<file path="config.mk">
export PLATFORM = sky130hd
export DESIGN_NAME = pcg32_bounded_int_generator_core
export DESIGN_NICKNAME = d
export VERILOG_FILES = /design/src/rtl/pcgbi_pkg.sv /design/src/rtl/pcg32_bounded_int_generator_core.sv /design/src/rtl/pcgbi_iter_unit.sv
export SDC_FILE = /design/constraint.sdc
export NUM_CORES = 1
export LEC_CHECK = 0
export BUFFER_PORTS_ARGS = -buffer_cell sky130_fd_sc_hd__buf_4
export CAP_MARGIN = 20
export CORE_AREA = 2 2 238 240
export DETAILED_ROUTE_END_ITERATION = 8
export DIE_AREA = 0 0 240 242
export PLACE_DENSITY = 0.91
export SETUP_SLACK_MARGIN = 0.5
export SYNTH_ARGS = -nofsm -noshare
export SYNTH_HDL_FRONTEND = slang
export SYNTH_SLANG_ARGS = --single-unit
</file>
<file path="constraint.sdc">
create_clock -name clk -period 6.25 [get_ports clk]
set_input_delay 1.25 -clock clk [delete_from_list [all_inputs] [get_ports clk]]
set_output_delay 1.25 -clock clk [all_outputs]
set_load 0.02 [all_outputs]
</file>
<file path="src/rtl/pcgbi_pkg.sv">
package pcgbi_pkg;

    localparam int unsigned APB_AW = 4;
    localparam int unsigned APB_DW = 64;

    // register index, decoded from paddr[3]
    localparam logic REG_SEED = 1'b0;

    localparam logic [63:0] PCG_MUL    = 64'd6364136223846793005;
    localparam logic [63:0] PCG_INC    = 64'd1442695040888963407;
    localparam logic [63:0] PCG_MUL_X2 = PCG_MUL << 1;
    localparam logic [63:0] PCG_MUL_X3 = PCG_MUL + PCG_MUL_X2;

    localparam int unsigned XSH_SHIFT_A = 18;
    localparam int unsigned XSH_SHIFT_B = 27;
    localparam int unsigned ROT_LSB     = 59;

    typedef enum logic
    {
        OP_MUL,
        OP_MOD
    } iu_op_t;

    typedef struct packed
    {
        logic   start;
        iu_op_t op;
    } iu_req_t;

    typedef struct packed
    {
        logic done;
    } iu_rsp_t;

    typedef enum logic [2:0]
    {
        ST_IDLE,
        ST_PREP,
        ST_LIMIT,
        ST_DRAW,
        ST_STEP,
        ST_REDUCE,
        ST_OUT
    } gen_state_t;

endpackage

</file>
<file path="src/rtl/pcg32_bounded_int_generator_core.sv">
// Returns one uniform signed integer in the inclusive range of each request (bounds in either
// order), drawn from a 64-bit LCG with PCG32 XSH-RR output and rejection sampling. The state
// multiply and both remainders run through one shared iterative unit (radix-4 multiply,
// radix-2 remainder). A request takes a setup step, a limit remainder, a draw and state step
// per draw, a final remainder and an output load; each rejected draw adds another draw and
// state step, and a full 2^32 range skips both remainders. in_ready is high only between
// requests. Writing the 64-bit seed register (byte address 0) reloads the state as seed plus
// the increment; reset acts as a seed of zero.
module pcg32_bounded_int_generator_core
(
    input  logic               clk,
    input  logic               rst_n,

    input  logic               psel,
    input  logic               penable,
    input  logic               pwrite,
    input  logic [pcgbi_pkg::APB_AW-1:0] paddr,
    input  logic [pcgbi_pkg::APB_DW-1:0] pwdata,
    output logic [pcgbi_pkg::APB_DW-1:0] prdata,
    output logic               pready,

    input  logic               in_valid,
    output logic               in_ready,
    input  logic signed [31:0] min_value,
    input  logic signed [31:0] max_value,

    output logic               out_valid,
    input  logic               out_ready,
    output logic signed [31:0] value
);
    import pcgbi_pkg::*;

    gen_state_t        state_reg;
    gen_state_t        state_next;

    logic [63:0]       seed_reg;
    logic [63:0]       lcg_reg;
    logic [63:0]       lcg_next;
    logic [31:0]       lo_reg;
    logic [31:0]       span_reg;
    logic [31:0]       limit_reg;
    logic [31:0]       word_reg;
    logic [31:0]       result_reg;
    logic [31:0]       result_next;
    logic              out_valid_reg;
    logic signed [31:0] out_value_reg;

    logic              in_fire;
    logic              seed_wr;
    logic              bounds_swap;
    logic [31:0]       lo_in;
    logic [31:0]       hi_in;
    logic [31:0]       span_in;
    logic              full_span;
    logic              reject;
    logic              out_load;
    logic [31:0]       xs;
    logic [63:0]       rot_pair;
    logic [31:0]       draw;
    logic [63:0]       inc_base;

    iu_req_t           iu_req;
    iu_rsp_t           iu_rsp;
    logic [63:0]       iu_a;
    logic [31:0]       iu_b;
    logic [63:0]       iu_result;

    pcgbi_iter_unit u_iter
    (
        .clk    (clk),
        .rst_n  (rst_n),
        .req    (iu_req),
        .a      (iu_a),
        .b      (iu_b),
        .rsp    (iu_rsp),
        .result (iu_result)
    );

    assign pready   = 1'b1;
    assign seed_wr  = psel && penable && pwrite && (paddr[3] == REG_SEED);
    assign prdata   = (paddr[3] == REG_SEED) ? seed_reg : '0;

    assign in_ready = (state_reg == ST_IDLE);
    assign in_fire  = in_valid && in_ready;

    assign bounds_swap = min_value > max_value;
    assign lo_in       = bounds_swap ? max_value : min_value;
    assign hi_in       = bounds_swap ? min_value : max_value;
    assign span_in     = hi_in - lo_in + 32'd1;

    assign full_span = (span_reg == '0);
    assign reject    = !full_span && (word_reg >= limit_reg);
    assign out_load  = (state_reg == ST_OUT) && (!out_valid_reg || out_ready);

    // XSH-RR output of the current state
    assign xs       = 32'((lcg_reg ^ (lcg_reg >> XSH_SHIFT_A)) >> XSH_SHIFT_B);
    assign rot_pair = {xs, xs} >> lcg_reg[63:ROT_LSB];
    assign draw     = rot_pair[31:0];

    // one adder for both seed reload and state step
    assign inc_base = seed_wr ? pwdata : iu_result;
    assign lcg_next = inc_base + PCG_INC;

    always_comb
    begin
        state_next = state_reg;
        unique case (state_reg)
            ST_IDLE:
                if (in_fire)
                    state_next = ST_PREP;
            ST_PREP:
                state_next = full_span ? ST_DRAW : ST_LIMIT;
            ST_LIMIT:
                if (iu_rsp.done)
                    state_next = ST_DRAW;
            ST_DRAW:
                state_next = ST_STEP;
            ST_STEP:
                if (iu_rsp.done)
                begin
                    priority if (full_span)
                        state_next = ST_OUT;
                    else if (reject)
                        state_next = ST_DRAW;
                    else
                        state_next = ST_REDUCE;
                end
            ST_REDUCE:
                if (iu_rsp.done)
                    state_next = ST_OUT;
            ST_OUT:
                if (out_load)
                    state_next = ST_IDLE;
            default:
                state_next = ST_IDLE;
        endcase
    end

    always_comb
    begin
        iu_req.start = 1'b0;
        iu_req.op    = OP_MOD;
        iu_a         = {32'd0, word_reg};
        iu_b         = span_reg;
        unique case (state_reg)
            ST_PREP:
            begin
                iu_req.start = !full_span;
                iu_a         = {32'd0, 32'hFFFF_FFFF};
            end
            ST_DRAW:
            begin
                iu_req.start = 1'b1;
                iu_req.op    = OP_MUL;
                iu_a         = lcg_reg;
            end
            ST_STEP:
                iu_req.start = iu_rsp.done && !full_span && !reject;
            default:
                iu_req.start = 1'b0;
        endcase
    end

    always_comb
    begin
        if (state_reg == ST_STEP)
            result_next = lo_reg + word_reg;
        else
            result_next = lo_reg + iu_result[31:0];
    end

    always_ff @(posedge clk or negedge rst_n)
    begin
        if (!rst_n)
        begin
            state_reg     <= ST_IDLE;
            seed_reg      <= '0;
            lcg_reg       <= PCG_INC;
            out_valid_reg <= 1'b0;
        end
        else
        begin
            state_reg <= state_next;
            if (seed_wr)
            begin
                seed_reg <= pwdata;
                lcg_reg  <= lcg_next;
            end
            else if ((state_reg == ST_STEP) && iu_rsp.done)
                lcg_reg <= lcg_next;

            if (out_load)
                out_valid_reg <= 1'b1;
            else if (out_ready)
                out_valid_reg <= 1'b0;
        end
    end

    always_ff @(posedge clk)
    begin
        if (in_fire)
        begin
            lo_reg   <= lo_in;
            span_reg <= span_in;
        end
        if ((state_reg == ST_LIMIT) && iu_rsp.done)
            limit_reg <= ~iu_result[31:0];
        if (state_reg == ST_DRAW)
            word_reg <= draw;
        if (((state_reg == ST_STEP) && full_span || (state_reg == ST_REDUCE)) && iu_rsp.done)
            result_reg <= result_next;
        if (out_load)
            out_value_reg <= result_reg;
    end

    assign out_valid = out_valid_reg;
    assign value     = out_value_reg;

    a_accept_to_prep: assert property (@(posedge clk) disable iff (!rst_n)
        in_fire |=> (state_reg == ST_PREP))
        else $error("accepted request did not start setup");

    a_done_when_waiting: assert property (@(posedge clk) disable iff (!rst_n)
        iu_rsp.done |-> (state_reg == ST_LIMIT || state_reg == ST_STEP
                         || state_reg == ST_REDUCE))
        else $error("iterative unit finished while sequencer was not waiting");

    a_reduce_span: assert property (@(posedge clk) disable iff (!rst_n)
        (state_reg == ST_REDUCE) |-> !full_span)
        else $error("remainder started for a full range");

    a_load_to_idle: assert property (@(posedge clk) disable iff (!rst_n)
        out_load |=> (state_reg == ST_IDLE) && out_valid_reg)
        else $error("result load did not return to idle");

endmodule

</file>
<file path="src/rtl/pcgbi_iter_unit.sv">
module pcgbi_iter_unit
(
    input  logic              clk,
    input  logic              rst_n,
    input  pcgbi_pkg::iu_req_t req,
    input  logic [63:0]       a,
    input  logic [31:0]       b,
    output pcgbi_pkg::iu_rsp_t rsp,
    output logic [63:0]       result
);
    import pcgbi_pkg::*;

    // OP_MUL: a * PCG_MUL mod 2^64, two multiplier bits per cycle (Horner, MSB first)
    // OP_MOD: a[31:0] mod b, restoring, one dividend bit per cycle
    localparam int unsigned STEPS = 32;

    logic              busy_reg;
    logic              done_reg;
    logic [4:0]        cnt_reg;
    iu_op_t            op_reg;
    logic [63:0]       acc_reg;
    logic [63:0]       acc_next;
    logic [63:0]       sh_reg;
    logic [31:0]       b_reg;

    logic [32:0]       trial;
    logic [63:0]       add_x;
    logic [63:0]       add_y;
    logic              add_cin;
    logic [64:0]       add_sum;

    always_comb
    begin
        trial = {acc_reg[31:0], sh_reg[63]};
        if (op_reg == OP_MUL)
        begin
            add_x   = acc_reg << 2;
            add_cin = 1'b0;
            unique case (sh_reg[63:62])
                2'd0:    add_y = '0;
                2'd1:    add_y = PCG_MUL;
                2'd2:    add_y = PCG_MUL_X2;
                default: add_y = PCG_MUL_X3;
            endcase
        end
        else
        begin
            add_x   = {31'd0, trial};
            add_y   = ~{32'd0, b_reg};
            add_cin = 1'b1;
        end
        add_sum = {1'b0, add_x} + {1'b0, add_y} + {64'd0, add_cin};

        if (op_reg == OP_MUL)
            acc_next = add_sum[63:0];
        else if (add_sum[64])
            acc_next = {32'd0, add_sum[31:0]};
        else
            acc_next = {32'd0, trial[31:0]};
    end

    always_ff @(posedge clk or negedge rst_n)
    begin
        if (!rst_n)
        begin
            busy_reg <= 1'b0;
            done_reg <= 1'b0;
            cnt_reg  <= '0;
        end
        else
        begin
            done_reg <= 1'b0;
            if (req.start)
            begin
                busy_reg <= 1'b1;
                cnt_reg  <= '0;
            end
            else if (busy_reg)
            begin
                cnt_reg <= cnt_reg + 5'd1;
                if (cnt_reg == 5'(STEPS - 1))
                begin
                    busy_reg <= 1'b0;
                    done_reg <= 1'b1;
                end
            end
        end
    end

    always_ff @(posedge clk)
    begin
        if (req.start)
        begin
            op_reg  <= req.op;
            acc_reg <= '0;
            b_reg   <= b;
            if (req.op == OP_MUL)
                sh_reg <= a;
            else
                sh_reg <= {a[31:0], 32'd0};
        end
        else if (busy_reg)
        begin
            acc_reg <= acc_next;
            if (op_reg == OP_MUL)
                sh_reg <= sh_reg << 2;
            else
                sh_reg <= sh_reg << 1;
        end
    end

    assign rsp.done = done_reg;
    assign result   = acc_reg;

endmodule

</file>
Word level (Yosys, flattened, before mapping)
Cells that the tools add are included.
{"block": "op_classes", "addsub": 8, "n_lt_le_gt_ge": 2, "eq_ne": 14, "shifts": 1, "muxes": 39, "bitwise_logic": 4, "n_reduce_logical": 24}
{"op": "64-bit two-way mux", "count": 11}
{"op": "64-bit case mux with 3 select lines", "count": 1}
{"op": "32-bit two-way mux", "count": 4}
{"op": "64-bit case mux with 2 select lines", "count": 1}
{"op": "64-bit by 64-bit adder with 65-bit output", "count": 1}
{"op": "65-bit by 1-bit adder with 65-bit output", "count": 1}
{"op": "32-bit adder", "count": 2}
{"op": "64-bit by 61-bit adder with 64-bit output, second input constant", "count": 1}
{"op": "32-bit inverter with 64-bit output", "count": 1}
{"op": "64-bit by 5-bit right shift with 32-bit output", "count": 1}
{"op": "59-bit by 46-bit bitwise XOR with 59-bit output", "count": 1}
{"op": "32-bit by 1-bit adder with 32-bit output, second input constant", "count": 1}
{"op": "32-bit greater-or-equal comparator", "count": 1}
{"op": "32-bit greater-than comparator", "count": 1}
{"op": "32-bit zero test", "count": 1}
{"op": "32-bit inverter", "count": 1}
{"op": "32-bit subtractor", "count": 1}
{"op": "3-bit two-way mux", "count": 7}
{"op": "3-bit case mux with 7 select lines", "count": 1}
{"op": "1-bit logical AND", "count": 12}
{"op": "1-bit two-way mux", "count": 11}
{"op": "5-bit two-way mux", "count": 2}
{"op": "3-bit == test, second input constant", "count": 3}
{"op": "2-bit by 1-bit != test with 1-bit output, second input constant", "count": 4}
{"op": "other kinds (15)", "count": 21}
{"block": "totals", "reg_bits": 492, "in_bits": 139, "wordCells": 109}

Logic depth before layout (Yosys ltp)
{"block": "depth", "ltp_word": 7, "mapped_depth": 24, "mapped_depth_nobuf": 23}

By module
A second synthesis with hierarchy kept.
{"block": "hier_totals", "cells_unflattened": 3961, "area_unflattened_um2": 35399.0}
{"mod": "pcg32_bounded_int_generator_core", "n_inst": 1, "cells_per_inst": 2672, "area_per_inst_um2": 23725.3, "seq_area_each_um2": 9112.5}
{"mod": "pcgbi_iter_unit", "n_inst": 1, "cells_per_inst": 1289, "area_per_inst_um2": 11673.7, "seq_area_each_um2": 4369.2}

Worst setup path before layout
OpenSTA, ideal clock, no wires.
{"block": "synth_timing", "path_kind": "in2reg", "startpoint": "in max_value[1]", "endpoint": "reg span_reg[30], in the netlist iu_b[30] (data pin)", "setup_time_ns": 0.135, "arrival_ns": 6.100, "required_ns": 6.115, "slack_ns": 0.016, "cell_stages": 24, "path_buffers": 1, "path_cell_list": "inv_1 > ha_1 > nor2b_1 > o21a_1 > o21a_1 > o21ai_0 > o211ai_1 > a221o_1 > xnor2_1 > nor2_1 > clkbuf_1 > nand2_1 > o22ai_1 > ha_1 > a2111oi_0 > o21ai_1 > and3_1 > a21o_1 > a41oi_1 > a211oi_1 > o32ai_1 > o21ai_1 > a2111o_1 > nand3_1"}
{"block": "synth_between", "elab_chain_cells": 4, "word_cells_on_any_way": 5, "classes_between": "add/sub (2); order compare (1); mux (2)"}
{"item": "start: declaration", "line": "pcg32_bounded_int_generator_core.sv:25", "source": "input logic signed [31:0] max_value,"}
{"item": "32-bit greater-than comparator", "line": "pcg32_bounded_int_generator_core.sv:86", "source": "assign bounds_swap = min_value > max_value;"}
{"item": "32-bit two-way mux, on equally long branches", "line": "pcg32_bounded_int_generator_core.sv:88, pcg32_bounded_int_generator_core.sv:87"}
{"item": "32-bit subtractor (*)", "line": "pcg32_bounded_int_generator_core.sv:89", "source": "assign span_in = hi_in - lo_in + 32'd1;"}
{"item": "32-bit by 1-bit adder with 32-bit output (*)", "line": "pcg32_bounded_int_generator_core.sv:89"}
{"item": "via span_in[30]", "line": "pcg32_bounded_int_generator_core.sv:53", "source": "logic [31:0] span_in;"}
{"item": "end signal: assignment", "line": "pcg32_bounded_int_generator_core.sv:204", "source": "span_reg <= span_in;"}
{"item": "end: declaration", "line": "pcg32_bounded_int_generator_core.sv:40", "source": "logic [31:0] span_reg;"}
The timed path passes the listed nets; every way through them passes the cells marked *.
A chain may end at the register's enable or synchronous reset.

Worst setup path in the final report
{"block": "layout_timing", "startpoint": "in max_value[1]", "endpoint": "reg span_reg[31], in the netlist iu_b[31] (data pin)"}
The elaborated chain is that of the path after synthesis.

==> results.txt <==
Worst slew margin relative to its limit: 0.3158. The floorplan step defined a die boundary enclosing 58,080 µm². The hold path startpoint is result_reg[3]. The part of the Yosys area used for sequential elements is 0.3953. In this run the power spent charging and discharging nets is 8.736 mW.

Worst setup path category: input pin to register. Averaged over all synthesized cells, the footprint is 8.997 µm². For the pin with the worst max-slew slack, the measured transition is 1026 ps. Synthesis inferred 492 register bits.

The number of flops mapped to enable cells by yosys was 289; the number of failing hold endpoints at the final stage was 0. The width of the die was 240 µm; the fraction of power spent switching nets was 0.4481. STA classifies the critical path startpoint as an input pin. The clock latency reported for the late side of the worst-skew pair is 630 ps. After the last flow step, the layout net total stands at 4,309.

Using the TritonRoute via totals, the vias-per-cell ratio works out to 6.481. The ratio of cells with drive above 1 in the final layout works out to 0.1543. The worst hold path terminates at value[3]. Summed over all failing endpoints, the final setup total negative slack is 0 ps.

Total power for the finished layout comes to 19.50 mW. After clock tree synthesis, the flow added hold-fix buffers numbering 0. TritonCTS built the clock tree. The worst register-to-register path has a depth of 16. The global router's overall resource usage is 0.3590. The part of the power in registers was 0.305. The tools report the minimum setup slack among reg-to-reg paths as 890 ps. Synthesized netlist cell count: 3,791.

Data arrives at the worst endpoint at 6070 ps. The number of nets handed over by synthesis was 4,126. Setup violations remaining at the end of the flow were counted as 0. For the number of antenna violations at the first check in global routing, the log shows 5.

The detail route stage leaves a number of antenna-violating nets equal to 0. The H-tree generated during clock tree synthesis spans 2 levels. The tools report the worst reg2reg path endpoint as u_iter.result[1]. The largest total area in the synthesized netlist belongs to sky130_fd_sc_hd__edfxtp_1.

The count of buffers added on input and output ports is 233. In this run the count of I/O pins placed on the die edge is 238. The critical-path maximum fanout was 5. Total number of yosys warnings: 0. Among all flip-flop cells after synthesis, the most frequent one is sky130_fd_sc_hd__edfxtp_1. The area of all placed cells without fillers came out at 38,950 µm².

The top cell type's share of synthesized area was 0.2544. For the final worst-path setup slack, the log shows 528.5 ps. The clock sink total was 492. Leaving out fill and tap cells, the most frequent cell in the layout is sky130_fd_sc_hd__nand2_1. The tools report the maximum operating frequency as 174.8 MHz. The pre-antenna-repair detailed-routing pass consisted of 6 iterations.

In the routed design, unresolved DRC markers number 0. Entering global routing, the biggest net connects 118 pins. Summed over all cells, the static leakage comes to 16.70 nW. The number of different library cells in the post-synthesis netlist is 104. The final weighted congestion of routability-driven global placement was 1.010. The via count of the first global-routing pass was 28,676. The max-cap violation count was 0. The total vias in the final route was 30,938; the wire length of the first global-routing pass was 162,100 µm.

The max-slew violation count was 0. Global routing finished with a remaining overflow of 0. Dividing the detail-routed wire length by the instance count gives 22.56 µm. The logs give 0.530 for the combinational fraction of design power and 6600 ps for the critical path required time. Startpoint of the worst register-to-register path: u_iter.op_reg.

The final worst clock skew is 35.72 ps. The cell sitting at the root of the clock tree is a sky130_fd_sc_hd__clkbuf_16. Summed over all layers, the routed wires come to 107,700 µm. Class of the most critical hold timing path: register to register. The run finished with clean final reports.

After clock tree synthesis, the clock-pin slew on the worst setup and hold paths is 60 ps. The synthesized netlist occupies a cell area of 34,110 µm². The number of rows created at floorplan was 87. The clock group share of total power came out at 0.165.

Cell internal power was estimated by the tool at 10.76 mW. The cell count of the worst hold path works out to 0. The floorplan step defined a core boundary enclosing 55,730 µm². Setup repair after global routing could not meet its margin everywhere.

The post-place instance area is 36,850 µm². By area the synthesized netlist is led by sky130_fd_sc_hd__edfxtp_1 (25%), sky130_fd_sc_hd__dfrtp_1 (7.6%), sky130_fd_sc_hd__ha_1 (7.0%), sky130_fd_sc_hd__nand2_1 (6.1%), sky130_fd_sc_hd__o21ai_0 (4.8%). Dividing total power by cell area gives a power density of 500.5 nW/µm². Element type at the critical path end: a register.

From synthesis to final layout, the design area changed by 14.20%. The part of the cycle the worst path needs works out to 0.9154. The async set or reset register ratio after synthesis is 0.2825, and the post-DP HPWL is 78,610 µm. The maximum clock insertion buffer count was 3; the worst IR drop on VDD was 279.8 µV. The die is 242 µm tall.

Initial standard-cell utilization of the core: 0.6120. For this block, the initial DRC count from the detailed router was 4,181. In the layout the commonest cells are sky130_fd_sc_hd__nand2_1 (558), sky130_fd_sc_hd__buf_4 (336), sky130_fd_sc_hd__o21ai_0 (321), sky130_fd_sc_hd__edfxtp_1 (289), sky130_fd_sc_hd__a21oi_1 (225).

The number of buffers inserted during clock tree synthesis was 52. The post-layout minimum cycle time works out to 5721 ps. Timing analysis after detailed placement gives a worst setup slack of -203.1 ps.
metal layers:
layer / vias up / routed length, µm / global-route usage
met3: 417 / 11510 / 0.07031
met4: 2 / 6956 / 0.1871
met2: 1896 / 48390 / 0.5560
met5: - / 13 / 0
li1: 14085 / - / -
met1: 14538 / 40840 / 0.4775
worst max path at each step:
stage | from | end | slack, ps | depth (start not counted)
after floorplan | max_value[1] | iu_b[30] | 450 | 23
after global placement | max_value[1] | iu_b[30] | -160 | 24
after detailed placement | max_value[1] | iu_b[30] | -200 | 24
after CTS | max_value[1] | iu_b[30] | 480 | 24
after global routing | max_value[1] | iu_b[28] | 330 | 25
final | max_value[1] | iu_b[31] | 530 | 25
Yosys cell counts (34+ instances only):
library cell / number
sky130_fd_sc_hd__ha_1: 192
sky130_fd_sc_hd__clkbuf_1: 162
sky130_fd_sc_hd__a21o_1: 87
sky130_fd_sc_hd__o21a_1: 34
sky130_fd_sc_hd__inv_1: 147
sky130_fd_sc_hd__nand2_1: 558
sky130_fd_sc_hd__nand4_1: 34
sky130_fd_sc_hd__nor2_1: 211
sky130_fd_sc_hd__mux2_2: 54
sky130_fd_sc_hd__xnor2_1: 140
sky130_fd_sc_hd__nor2b_1: 119
sky130_fd_sc_hd__a21oi_1: 231
sky130_fd_sc_hd__edfxtp_1: 289
sky130_fd_sc_hd__nand2b_1: 46
sky130_fd_sc_hd__o211ai_1: 61
sky130_fd_sc_hd__dfstp_2: 35
sky130_fd_sc_hd__dfrtp_1: 104
sky130_fd_sc_hd__nor3_1: 52
sky130_fd_sc_hd__mux2i_1: 153
sky130_fd_sc_hd__nand3_1: 96
sky130_fd_sc_hd__a311oi_1: 34
sky130_fd_sc_hd__o21ai_0: 325
sky130_fd_sc_hd__xor2_1: 72
sky130_fd_sc_hd__dfxtp_1: 64
stage by stage:
step / hold slack (ps) / cells / utilization
final: 417.7 / 4774 / 0.6989
after global routing: 421.5 / 4774 / 0.6989
after detailed placement: 405.4 / 4661 / 0.6611
after global placement: 402.2 / 4661 / 0.6611
after floorplan: 400.3 / 3791 / -
after CTS: 417.4 / 4759 / 0.6931
logic make-up after synthesis:
group           after synthesis  synth area share
simple gates               1272            0.1762
buf+inv                     373           0.04314
other cells                   1         0.0001099
compound gates             1035            0.1934
mux                         210           0.06471
fa+ha+maj                   196           0.07278
xor+xnor                    212           0.05444
flops                       492            0.3953
final cells by class:
class / instances / area (µm²)
antenna: 1 / 2.502
clock buffer: 59 / 1351
clock inverter: 38 / 411.6
fill: 4030 / 16780
inverter: 152 / 578.1
multi-input combinational: 2927 / 19440
sequential: 492 / 13480
tap: 756 / 945.9
timing repair buffer: 349 / 2740
power groups by stage:
stage	combinational [mW]	clock, mW	sequential [mW]
3_3_place_gp	9.55	0	5.87
4_1_cts	9.93	3.23	5.86
6_report	10.3	3.22	5.95
5_1_grt	11.2	3.34	5.99
2_1_floorplan	7.39	0	5.32
3_5_place_dp	9.80	0	5.91
worst max-delay path: stages:
cell	delay, ps
sky130_fd_sc_hd__buf_8	110
sky130_fd_sc_hd__inv_6	60
sky130_fd_sc_hd__ha_4	210
sky130_fd_sc_hd__nor2b_4	120
sky130_fd_sc_hd__o21a_1	180
sky130_fd_sc_hd__o21a_1	190
sky130_fd_sc_hd__o21ai_2	150
sky130_fd_sc_hd__o211ai_1	140
sky130_fd_sc_hd__a221o_1	430
sky130_fd_sc_hd__xnor2_4	220
sky130_fd_sc_hd__buf_6	150
sky130_fd_sc_hd__nor4_4	270
sky130_fd_sc_hd__nor2_2	80
sky130_fd_sc_hd__buf_4	140
sky130_fd_sc_hd__fa_2	400
sky130_fd_sc_hd__a21oi_2	150
sky130_fd_sc_hd__nor2b_2	60
sky130_fd_sc_hd__a311o_1	410
sky130_fd_sc_hd__a311oi_2	350
sky130_fd_sc_hd__o21a_1	250
sky130_fd_sc_hd__o311ai_4	130
sky130_fd_sc_hd__a41o_1	250
sky130_fd_sc_hd__a21o_1	170
sky130_fd_sc_hd__a21oi_2	130
sky130_fd_sc_hd__xnor2_1	70
what timing repair did:
action / CTS / global route
endpoints found under the setup margin: 4 / 8
gates resized for setup: 1 / 41
cloned: 1 / 0
buffers inserted: 0 / 11
pin swaps: 5 / 35
Power figures use the tool's default switching activity.
